### config.mk
export PLATFORM = sky130hd
export DESIGN_NAME = battery_and_sleep_power_manager
export DESIGN_NICKNAME = d
export VERILOG_FILES = /design/src/hw/rtl/bspm_pkg.sv /design/src/hw/rtl/bspm_cfg.sv /design/src/hw/rtl/bspm_div.sv /design/src/hw/rtl/battery_and_sleep_power_manager.sv
export SDC_FILE = /design/constraint.sdc
export NUM_CORES = 1
export LEC_CHECK = 0
export BUFFER_PORTS_ARGS = -buffer_cell sky130_fd_sc_hd__buf_2
export CORE_MARGIN = 5
export CORE_UTILIZATION = 55
export CTS_BUF_LIST = sky130_fd_sc_hd__clkbuf_4 sky130_fd_sc_hd__clkbuf_8
export DETAILED_ROUTE_END_ITERATION = 7
export PLACE_DENSITY = 0.73
export SYNTH_ARGS = -nofsm -noshare
export SYNTH_HDL_FRONTEND = slang
export SYNTH_HIERARCHICAL = 1
export SYNTH_SLANG_ARGS = --single-unit
export TNS_END_PERCENT = 30
### constraint.sdc
create_clock -name clk -period 8.3 [get_ports clk]
set_input_delay 0.83 -clock clk [delete_from_list [all_inputs] [get_ports clk]]
set_output_delay 0.83 -clock clk [all_outputs]
set_load 0.1 [all_outputs]
### src/hw/rtl/bspm_pkg.sv
// ----------------------------------------------------------------------------
// bspm_pkg
// Types and constants shared by the battery and sleep power manager modules.
// ----------------------------------------------------------------------------
package bspm_pkg;

  // Item kinds on the input channel
  localparam logic [1:0] KIND_TICK     = 2'd0;
  localparam logic [1:0] KIND_ACTIVITY = 2'd1;
  localparam logic [1:0] KIND_CLEAR    = 2'd2;

  // Requested brightness modes
  localparam logic [1:0] MODE_NORMAL = 2'd0;
  localparam logic [1:0] MODE_LOW    = 2'd1;
  localparam logic [1:0] MODE_SLEEP  = 2'd2;

  // Register indexes on the configuration port
  localparam logic [2:0] REG_CHECK_INTERVAL = 3'd0;
  localparam logic [2:0] REG_LOW_THRESHOLD  = 3'd1;
  localparam logic [2:0] REG_RECOVER_MARGIN = 3'd2;
  localparam logic [2:0] REG_FULL_CODE      = 3'd3;
  localparam logic [2:0] REG_ACT_TIMEOUT    = 3'd4;
  localparam logic [2:0] REG_FADE_DURATION  = 3'd5;
  localparam logic [2:0] REG_PWR_SAVE_EN    = 3'd6;

  // Field widths
  localparam int CODE_W  = 10;
  localparam int PCT_W   = 7;
  localparam int NUM_W   = 17;  // (code - low) * 100 fits in 17 bits
  localparam int CFG_W   = 32;

  localparam logic [PCT_W-1:0] PCT_FULL = 7'd100;

  // Reset values of the registers
  localparam logic [15:0]       RST_CHECK_INTERVAL = 16'd1000;
  localparam logic [CODE_W-1:0] RST_LOW_THRESHOLD  = 10'd600;
  localparam logic [CODE_W-1:0] RST_RECOVER_MARGIN = 10'd40;
  localparam logic [CODE_W-1:0] RST_FULL_CODE      = 10'd800;
  localparam logic [31:0]       RST_ACT_TIMEOUT    = 32'd300000;
  localparam logic [15:0]       RST_FADE_DURATION  = 16'd2000;

  typedef struct packed {
    logic [15:0]       check_interval_ms;
    logic [CODE_W-1:0] low_threshold_code;
    logic [CODE_W-1:0] recover_margin_code;
    logic [CODE_W-1:0] full_code;
    logic [31:0]       activity_timeout_ms;
    logic [15:0]       fade_duration_ms;
    logic              power_saving_enable;
  } bspm_cfg_t;

  typedef enum logic [2:0] {
    ST_IDLE,
    ST_UPDATE,
    ST_PCT,
    ST_DIV,
    ST_DONE
  } bspm_state_t;

endpackage

### src/hw/rtl/bspm_cfg.sv
// ----------------------------------------------------------------------------
// bspm_cfg
// Configuration register file, written through a plain write port.
// ----------------------------------------------------------------------------
module bspm_cfg
  import bspm_pkg::*;
(
  input  logic             clk,
  input  logic             rst_n,
  input  logic             cfg_we,
  input  logic [2:0]       cfg_index,
  input  logic [CFG_W-1:0] cfg_wdata,
  output bspm_cfg_t        cfg
);

  bspm_cfg_t cfg_r;
  bspm_cfg_t cfg_nxt;

  // Decode the write
  always_comb begin
    cfg_nxt = cfg_r;
    if (cfg_we) begin
      case (cfg_index)
        REG_CHECK_INTERVAL: cfg_nxt.check_interval_ms   = cfg_wdata[15:0];
        REG_LOW_THRESHOLD:  cfg_nxt.low_threshold_code  = cfg_wdata[CODE_W-1:0];
        REG_RECOVER_MARGIN: cfg_nxt.recover_margin_code = cfg_wdata[CODE_W-1:0];
        REG_FULL_CODE:      cfg_nxt.full_code           = cfg_wdata[CODE_W-1:0];
        REG_ACT_TIMEOUT:    cfg_nxt.activity_timeout_ms = cfg_wdata;
        REG_FADE_DURATION:  cfg_nxt.fade_duration_ms    = cfg_wdata[15:0];
        REG_PWR_SAVE_EN:    cfg_nxt.power_saving_enable = cfg_wdata[0];
        default: ;
      endcase
    end
  end

  always_ff @(posedge clk) begin
    if (!rst_n) begin
      cfg_r.check_interval_ms   <= RST_CHECK_INTERVAL;
      cfg_r.low_threshold_code  <= RST_LOW_THRESHOLD;
      cfg_r.recover_margin_code <= RST_RECOVER_MARGIN;
      cfg_r.full_code           <= RST_FULL_CODE;
      cfg_r.activity_timeout_ms <= RST_ACT_TIMEOUT;
      cfg_r.fade_duration_ms    <= RST_FADE_DURATION;
      cfg_r.power_saving_enable <= 1'b1;
    end else begin
      cfg_r <= cfg_nxt;
    end
  end

  assign cfg = cfg_r;

endmodule

### src/hw/rtl/bspm_div.sv
// ----------------------------------------------------------------------------
// bspm_div
// Iterative restoring divider for the charge percent, one quotient bit a
// cycle. The caller guarantees the quotient fits in PCT_W bits.
// ----------------------------------------------------------------------------
module bspm_div
  import bspm_pkg::*;
(
  input  logic              clk,
  input  logic              rst_n,
  input  logic              start,
  input  logic [NUM_W-1:0]  num,
  input  logic [CODE_W-1:0] den,
  output logic              done,
  output logic [PCT_W-1:0]  quot
);

  localparam int STEP_W = $clog2(PCT_W);

  logic [NUM_W-1:0]  rem_r,  rem_nxt;
  logic [NUM_W-1:0]  dsh_r,  dsh_nxt;
  logic [PCT_W-1:0]  quot_r, quot_nxt;
  logic [STEP_W-1:0] step_r, step_nxt;
  logic              busy_r, busy_nxt;
  logic              done_r, done_nxt;
  logic              fits;

  // Trial subtraction of the shifted divisor
  assign fits = (rem_r >= dsh_r);

  always_comb begin
    rem_nxt  = rem_r;
    dsh_nxt  = dsh_r;
    quot_nxt = quot_r;
    step_nxt = step_r;
    busy_nxt = busy_r;
    done_nxt = 1'b0;
    if (start) begin
      rem_nxt  = num;
      dsh_nxt  = NUM_W'(den) << (PCT_W - 1);
      quot_nxt = '0;
      step_nxt = STEP_W'(PCT_W - 1);
      busy_nxt = 1'b1;
    end else if (busy_r) begin
      if (fits) begin
        rem_nxt = rem_r - dsh_r;
      end
      quot_nxt = {quot_r[PCT_W-2:0], fits};
      dsh_nxt  = dsh_r >> 1;
      if (step_r == '0) begin
        busy_nxt = 1'b0;
        done_nxt = 1'b1;
      end else begin
        step_nxt = step_r - 1'b1;
      end
    end
  end

  always_ff @(posedge clk) begin
    if (!rst_n) begin
      busy_r <= 1'b0;
      done_r <= 1'b0;
    end else begin
      busy_r <= busy_nxt;
      done_r <= done_nxt;
    end
  end

  always_ff @(posedge clk) begin
    rem_r  <= rem_nxt;
    dsh_r  <= dsh_nxt;
    quot_r <= quot_nxt;
    step_r <= step_nxt;
  end

  assign done = done_r;
  assign quot = quot_r;

endmodule

### src/hw/rtl/battery_and_sleep_power_manager.sv
// ----------------------------------------------------------------------------
// battery_and_sleep_power_manager
// Battery monitor with low-battery hysteresis and an idle fade-to-sleep
// sequencer, driven by millisecond tick items.
// ----------------------------------------------------------------------------
// Usage:
//  Input channel (in_valid / in_stall): one item per tick, activity event or
//  clear request; in_adc_sample is used on ticks that sample the battery.
//  Result channel (out_valid / out_stall): exactly one result item per input
//  item, showing the state after that item.
//  Configuration: cfg_we / cfg_index / cfg_wdata, written while idle.
//  Sequence: an accepted item passes through UPDATE and PCT, then DIV when
//  the percent needs the seven-step division in the divider, and DONE; it
//  skips DIV when the percent clamps to 0 or 100. One item is worked on at a
//  time, so the next item is taken only once the block is back in IDLE.
//  in_stall is high from acceptance until the result is loaded into the
//  output register; a result waiting there does not block the next item.
//  If the receiver stalls and the output register is still full when the
//  next result is ready, the block holds that result and keeps in_stall high.
//  Reset (rst_n low, synchronous) loads default configuration, clears the
//  activity and fade counters and the flags, and arms the check counter so the first tick samples.
// ----------------------------------------------------------------------------
module battery_and_sleep_power_manager
  import bspm_pkg::*;
(
  input  logic              clk,
  input  logic              rst_n,
  // configuration
  input  logic              cfg_we,
  input  logic [2:0]        cfg_index,
  input  logic [CFG_W-1:0]  cfg_wdata,
  // input channel
  input  logic              in_valid,
  output logic              in_stall,
  input  logic [1:0]        in_kind,
  input  logic [CODE_W-1:0] in_adc_sample,
  // result channel
  output logic              out_valid,
  input  logic              out_stall,
  output logic [CODE_W-1:0] out_battery_code,
  output logic [PCT_W-1:0]  out_battery_percent,
  output logic              out_low_battery,
  output logic              out_change_requested,
  output logic [1:0]        out_requested_mode,
  output logic              out_preparing_sleep,
  output logic              out_deep_sleep
);

  bspm_cfg_t cfg;

  bspm_cfg u_cfg (
    .clk       (clk),
    .rst_n     (rst_n),
    .cfg_we    (cfg_we),
    .cfg_index (cfg_index),
    .cfg_wdata (cfg_wdata),
    .cfg       (cfg)
  );

  // Sequencer and state
  bspm_state_t       state_r, state_nxt;
  logic [1:0]        kind_r, kind_nxt;
  logic [CODE_W-1:0] adc_r, adc_nxt;
  logic [15:0]       since_check_r, since_check_nxt;
  logic [31:0]       since_active_r, since_active_nxt;
  logic [15:0]       since_fade_r, since_fade_nxt;
  logic [CODE_W-1:0] last_code_r, last_code_nxt;
  logic              low_mode_r, low_mode_nxt;
  logic              pending_r, pending_nxt;
  logic [1:0]        mode_r, mode_nxt;
  logic              fading_r, fading_nxt;
  logic              asleep_r, asleep_nxt;
  logic [PCT_W-1:0]  pct_r, pct_nxt;

  // Output register
  logic              out_valid_r, out_valid_nxt;
  logic [CODE_W-1:0] o_code_r, o_code_nxt;
  logic [PCT_W-1:0]  o_pct_r, o_pct_nxt;
  logic              o_low_r, o_low_nxt;
  logic              o_pend_r, o_pend_nxt;
  logic [1:0]        o_mode_r, o_mode_nxt;
  logic              o_fade_r, o_fade_nxt;
  logic              o_sleep_r, o_sleep_nxt;

  // Divider
  logic              div_start;
  logic              div_done;
  logic [PCT_W-1:0]  div_quot;
  logic [CODE_W-1:0] code_diff;
  logic [CODE_W-1:0] span;
  logic [NUM_W-1:0]  div_num;

  // Tick arithmetic
  logic [15:0]       sc_inc;
  logic [31:0]       sa_inc;
  logic [15:0]       sf_inc;
  logic              do_sample;
  logic [CODE_W:0]   recover_level;

  assign sc_inc = (since_check_r == 16'hFFFF) ? since_check_r : since_check_r + 16'd1;
  assign sa_inc = (since_active_r == 32'hFFFF_FFFF) ? since_active_r
                                                    : since_active_r + 32'd1;
  assign sf_inc = !fading_r ? since_fade_r :
                  (since_fade_r == 16'hFFFF) ? since_fade_r : since_fade_r + 16'd1;
  assign do_sample     = (sc_inc >= cfg.check_interval_ms);
  assign recover_level = {1'b0, cfg.low_threshold_code} + {1'b0, cfg.recover_margin_code};

  assign code_diff = last_code_r - cfg.low_threshold_code;
  assign span      = cfg.full_code - cfg.low_threshold_code;
  assign div_num   = NUM_W'(code_diff) * NUM_W'(100);

  bspm_div u_div (
    .clk   (clk),
    .rst_n (rst_n),
    .start (div_start),
    .num   (div_num),
    .den   (span),
    .done  (div_done),
    .quot  (div_quot)
  );

  // Next state and datapath control
  always_comb begin
    state_nxt        = state_r;
    kind_nxt         = kind_r;
    adc_nxt          = adc_r;
    since_check_nxt  = since_check_r;
    since_active_nxt = since_active_r;
    since_fade_nxt   = since_fade_r;
    last_code_nxt    = last_code_r;
    low_mode_nxt     = low_mode_r;
    pending_nxt      = pending_r;
    mode_nxt         = mode_r;
    fading_nxt       = fading_r;
    asleep_nxt       = asleep_r;
    pct_nxt          = pct_r;
    div_start        = 1'b0;

    out_valid_nxt = out_valid_r & out_stall;
    o_code_nxt    = o_code_r;
    o_pct_nxt     = o_pct_r;
    o_low_nxt     = o_low_r;
    o_pend_nxt    = o_pend_r;
    o_mode_nxt    = o_mode_r;
    o_fade_nxt    = o_fade_r;
    o_sleep_nxt   = o_sleep_r;

    case (state_r)
      ST_IDLE: begin
        if (in_valid) begin
          kind_nxt  = in_kind;
          adc_nxt   = in_adc_sample;
          state_nxt = ST_UPDATE;
        end
      end

      ST_UPDATE: begin
        case (kind_r)
          KIND_TICK: begin
            since_check_nxt  = sc_inc;
            since_active_nxt = sa_inc;
            since_fade_nxt   = sf_inc;
            // battery sample with hysteresis
            if (do_sample) begin
              last_code_nxt   = adc_r;
              since_check_nxt = '0;
              if ((adc_r < cfg.low_threshold_code) && !low_mode_r) begin
                low_mode_nxt = 1'b1;
                mode_nxt     = MODE_LOW;
                pending_nxt  = 1'b1;
              end else if (({1'b0, adc_r} > recover_level) && low_mode_r) begin
                low_mode_nxt = 1'b0;
                mode_nxt     = MODE_NORMAL;
                pending_nxt  = 1'b1;
              end
            end
            // idle timeout starts the fade once
            if (cfg.power_saving_enable && (sa_inc > cfg.activity_timeout_ms) && !fading_r) begin
              mode_nxt       = MODE_SLEEP;
              pending_nxt    = 1'b1;
              fading_nxt     = 1'b1;
              since_fade_nxt = '0;
              if (cfg.fade_duration_ms == '0) begin
                asleep_nxt = 1'b1;
              end
            end else if (fading_r && (sf_inc >= cfg.fade_duration_ms)) begin
              asleep_nxt = 1'b1;
            end
          end
          KIND_ACTIVITY: since_active_nxt = '0;
          KIND_CLEAR:    pending_nxt      = 1'b0;
          default: ;
        endcase
        state_nxt = ST_PCT;
      end

      // Percent: clamp ends directly, divide otherwise
      ST_PCT: begin
        if (last_code_r <= cfg.low_threshold_code) begin
          pct_nxt   = '0;
          state_nxt = ST_DONE;
        end else if (last_code_r >= cfg.full_code) begin
          pct_nxt   = PCT_FULL;
          state_nxt = ST_DONE;
        end else begin
          div_start = 1'b1;
          state_nxt = ST_DIV;
        end
      end

      ST_DIV: begin
        if (div_done) begin
          pct_nxt   = div_quot;
          state_nxt = ST_DONE;
        end
      end

      // Load the output register once it is free
      ST_DONE: begin
        if (!out_valid_r || !out_stall) begin
          out_valid_nxt = 1'b1;
          o_code_nxt    = last_code_r;
          o_pct_nxt     = pct_r;
          o_low_nxt     = low_mode_r;
          o_pend_nxt    = pending_r;
          o_mode_nxt    = mode_r;
          o_fade_nxt    = fading_r;
          o_sleep_nxt   = asleep_r;
          state_nxt     = ST_IDLE;
        end
      end

      default: state_nxt = ST_IDLE;
    endcase
  end

  // Control and state registers
  always_ff @(posedge clk) begin
    if (!rst_n) begin
      state_r        <= ST_IDLE;
      since_check_r  <= 16'hFFFF;
      since_active_r <= '0;
      since_fade_r   <= '0;
      last_code_r    <= '0;
      low_mode_r     <= 1'b0;
      pending_r      <= 1'b0;
      mode_r         <= MODE_NORMAL;
      fading_r       <= 1'b0;
      asleep_r       <= 1'b0;
      out_valid_r    <= 1'b0;
    end else begin
      state_r        <= state_nxt;
      since_check_r  <= since_check_nxt;
      since_active_r <= since_active_nxt;
      since_fade_r   <= since_fade_nxt;
      last_code_r    <= last_code_nxt;
      low_mode_r     <= low_mode_nxt;
      pending_r      <= pending_nxt;
      mode_r         <= mode_nxt;
      fading_r       <= fading_nxt;
      asleep_r       <= asleep_nxt;
      out_valid_r    <= out_valid_nxt;
    end
  end

  // Payload registers
  always_ff @(posedge clk) begin
    kind_r    <= kind_nxt;
    adc_r     <= adc_nxt;
    pct_r     <= pct_nxt;
    o_code_r  <= o_code_nxt;
    o_pct_r   <= o_pct_nxt;
    o_low_r   <= o_low_nxt;
    o_pend_r  <= o_pend_nxt;
    o_mode_r  <= o_mode_nxt;
    o_fade_r  <= o_fade_nxt;
    o_sleep_r <= o_sleep_nxt;
  end

  assign in_stall             = (state_r != ST_IDLE);
  assign out_valid            = out_valid_r;
  assign out_battery_code     = o_code_r;
  assign out_battery_percent  = o_pct_r;
  assign out_low_battery      = o_low_r;
  assign out_change_requested = o_pend_r;
  assign out_requested_mode   = o_mode_r;
  assign out_preparing_sleep  = o_fade_r;
  assign out_deep_sleep       = o_sleep_r;

endmodule
==> results.toml <==
[outcome]
run_status = "complete, no violations"

[floorplan]
rows = 63
floorplan.die.height_um = 184
floorplan.die.width_um = 184
ioPinCount = 77
core_area_mm2 = 0.0297
starting_density_of_the_core = 0.560
dieArea_mm2 = 0.0338

[critical_path]
setup.worst_path.class = "reg2reg"
critical_path.max_fanout = 5
regToRegStartpoint = "u_cfg/cfg[69]"
cp.arrival_ns = 5.39
crit_required_ns = 8.58
endpoint_kind = "flip-flop"
timing.rr.end = "u_div/rem_r[16]"
ff2ff_setup_slack_ns = 3.19
worst_setup_path_start_kind = "flip-flop"
r2r.worst_path.cells = 22

[synthesis]
yosysMostFrequentCell = "sky130_fd_sc_hd__nand2_1"
synth.largest_area_cell = "sky130_fd_sc_hd__dfxtp_1"
synth_enable_flop_cells = 69
synth-simple-area-share = 0.184
synth-compound-area-share = 0.138
synth_xor_area_frac = 0.0511
area_share_of_fa_ha_maj_cells_after_synthesis = 0.144
synth-warning-count = 6
synth_top_flop_cell = "sky130_fd_sc_hd__dfxtp_1"
yosysTopAreaCellShare = 0.237
synth.yosys.seq_area_share = 0.362
synth.area.top_cells = "sky130_fd_sc_hd__dfxtp_1 24%, sky130_fd_sc_hd__ha_1 13%, sky130_fd_sc_hd__edfxtp_1 12%"
synth.top_cells.by_count = "231 x sky130_fd_sc_hd__nand2_1, 197 x sky130_fd_sc_hd__dfxtp_1, 177 x sky130_fd_sc_hd__ha_1"
postSynth.asyncResetShare = 0
synth.ff_latch_count = 266
synthCells = 1834
avgSynthCellArea_um2 = 9.07
synth_top_family_by_area = "simple AND/OR/NAND/NOR gates"
synth.lib_cells_used.distinct = 90
muxShareOfSynthArea = 0.0706
synth_area_mm2 = 0.0166

[cts]
clock_tree.htree_level_count = 2
clk_transition_reported_paths_ns = 0.06
ctsRootBufferMaster = "sky130_fd_sc_hd__clkbuf_8"
ctsLongestPathBuffers = 3
holdBufCountCts = 0
clk_sinks = 266
cts_tree = "done"
clkLatencyLatePin_ns = 0.57
number_of_buffers_inserted_during_clock_tree_synthesis = 46
cts.repair_timing.setup_buffer_count = 0
cts.repair.resized = 0

[place]
hpwl_um = 29300
gpl.final_weighted_congestion = 0.884
io_buffers = 76
placed_cells_incl_taps = 2244
dp_worst_setup_slack_ns = 3.26

[route]
num_vias = 13300
drc = 0
drt_first_pass_iters = 5
drt-wirelength-per-cell_um = 17.0
ant_nets = 0
initialDrtViolationCount = 881
routed_wire_length_um = 39600
viasPerCell = 5.71

[layout]
area_growth_from_synthesis_to_layout_pct = 9.74
seq_area_mm2 = 0.00602
nFillCells = 2512
layout-drive-gt1-share = 0.101
antenna-diode-count = 0
final_cells = 2328
finish.net_count = 2140
multiInputGateArea_mm2 = 0.00980

[worst_hold_path]
min_path_type = "reg2reg"
hold_path.startpoint = "pct_r[4]"
worstHoldEndpoint = "out_battery_percent[4]"
min_path_cells = 0

[grt]
antenna_found_initial = 5
grt_first_pass_wirelength_um = 64200
grt_use_total = 0.230
globalRouteOverflowTotal = 0
grt_max_degree = 70
grt_pass1_vias = 12900

[timing]
grt_setup_unrepaired = "false"
final.setup.tns_ns = 0
maxClockFrequency_mhz = 196
period_share = 0.616
timing.final.hold_violations = 0
layout_min_cycle_time_ns = 5.11
worst_slew_margin_rel = 0.214
postLayoutSetupSlackWorst_ns = 3.19
worst_slew_pin_slew_ns = 1.17
final-setup-viol-count = 0
worst_clock_skew_ns = 0.0351
finalHoldWorstSlack_ns = 0.419
max_slew_violations = 0

[power]
power.static_leakage_nw = 7.97
pwr_density_cell_mw_per_mm2 = 173
finalPower_mw = 3.16
ir_drop_mv = 0.129

[run]
drv.max_cap_violation_count = 0
metal layers:
metal,vias up,GRT usage,routed length (µm)
met3,73,0.0427,2400
li1,6630,-,-
met1,6236,0.313,18100
met2,352,0.379,18200
met4,10,0.0615,835
met5,-,0,65
cell families after synthesis:
family          after synthesis
simple gates                600
xor+xnor                     97
flops                       266
mux                         116
fa+ha+maj                   186
compound gates              354
other cells                   1
buf+inv                     214
critical path, cell delays in order (launching register included):
cell	delay [ns]
sky130_fd_sc_hd__dfxtp_1	0.42
sky130_fd_sc_hd__ha_1	0.17
sky130_fd_sc_hd__inv_1	0.06
sky130_fd_sc_hd__fa_1	0.42
sky130_fd_sc_hd__a21o_1	0.18
sky130_fd_sc_hd__a21oi_1	0.32
sky130_fd_sc_hd__o21bai_1	0.12
sky130_fd_sc_hd__a21oi_1	0.18
sky130_fd_sc_hd__xor2_1	0.25
sky130_fd_sc_hd__inv_1	0.10
sky130_fd_sc_hd__ha_1	0.31
sky130_fd_sc_hd__ha_1	0.28
sky130_fd_sc_hd__inv_1	0.05
sky130_fd_sc_hd__fa_1	0.52
sky130_fd_sc_hd__inv_1	0.04
sky130_fd_sc_hd__ha_1	0.33
sky130_fd_sc_hd__a21oi_1	0.21
sky130_fd_sc_hd__o21ai_0	0.20
sky130_fd_sc_hd__a21o_1	0.21
sky130_fd_sc_hd__a21oi_1	0.17
sky130_fd_sc_hd__xnor2_1	0.09
sky130_fd_sc_hd__nor2_1	0.11
sky130_fd_sc_hd__o22ai_2	0.09
per-stage QoR:
stage	instance area, µm²	utilization
finish	18300	0.614
global route	18300	0.614
CTS	18300	0.614
detailed placement	17300	0.582
global placement	17300	0.582
floorplan	16600	-
report_power, final:
part / leakage, nW / switching (mW) / internal (mW)
clock network: 0.503 / 0.543 / 0.679
registers: 2.24 / 0.0310 / 1.36
logic: 5.23 / 0.328 / 0.219
total: 7.97 / 0.902 / 2.26
worst max-delay path by stage:
| stage | from | slack (ns) | cells past startpoint | to |
|---|---|---|---|---|
| floorplan | u_cfg/cfg[70] | 3.74 | 21 | u_div/rem_r[16] |
| global placement | u_cfg/cfg[70] | 3.41 | 21 | u_div/rem_r[16] |
| detailed placement | u_cfg/cfg[70] | 3.26 | 21 | u_div/rem_r[16] |
| CTS | u_cfg/cfg[70] | 3.21 | 21 | u_div/rem_r[16] |
| global route | u_cfg/cfg[69] | 2.81 | 22 | u_div/rem_r[16] |
| finish | u_cfg/cfg[69] | 3.19 | 22 | u_div/rem_r[16] |
flip-flops by register name, summed over array words and instances (netlist names), 16 cells and up:
signal / flops
since_active_r: 32
since_check_r: 16
since_fade_r: 16
u_cfg/cfg: 95
u_div/dsh_r: 16
u_div/rem_r: 17
cells in the final DEF (no fill, tap or decap), types with 19 or more instances in the layout:
cell type / netlist / final
sky130_fd_sc_hd__a21oi_1: 97 / 96
sky130_fd_sc_hd__nor2b_1: 57 / 57
sky130_fd_sc_hd__edfxtp_1: 69 / 69
sky130_fd_sc_hd__a21o_1: 31 / 31
sky130_fd_sc_hd__nand4_1: 26 / 26
sky130_fd_sc_hd__nand2_1: 231 / 231
sky130_fd_sc_hd__ha_1: 177 / 177
sky130_fd_sc_hd__xor2_1: 40 / 40
sky130_fd_sc_hd__buf_2: 10 / 75
sky130_fd_sc_hd__xnor2_1: 57 / 57
sky130_fd_sc_hd__dfxtp_1: 197 / 197
sky130_fd_sc_hd__nand3_1: 36 / 36
sky130_fd_sc_hd__nor2_1: 93 / 93
sky130_fd_sc_hd__o21ai_0: 95 / 94
sky130_fd_sc_hd__inv_1: 147 / 147
sky130_fd_sc_hd__nor3_1: 25 / 24
sky130_fd_sc_hd__mux2i_1: 109 / 109
sky130_fd_sc_hd__and2_1: 19 / 19
sky130_fd_sc_hd__clkbuf_8: 0 / 52
area by class of cell:
class                           instances  area share
Sequential cell                       266       0.330
Tap cell                              390      0.0267
Multi-Input combinational cell       1355       0.537
Inverter                              147      0.0302
Clock inverter                         16     0.00583
Clock buffer                           68      0.0458
Timing Repair Buffer                   86      0.0251
No activity file was read; power rests on OpenSTA's default activity.
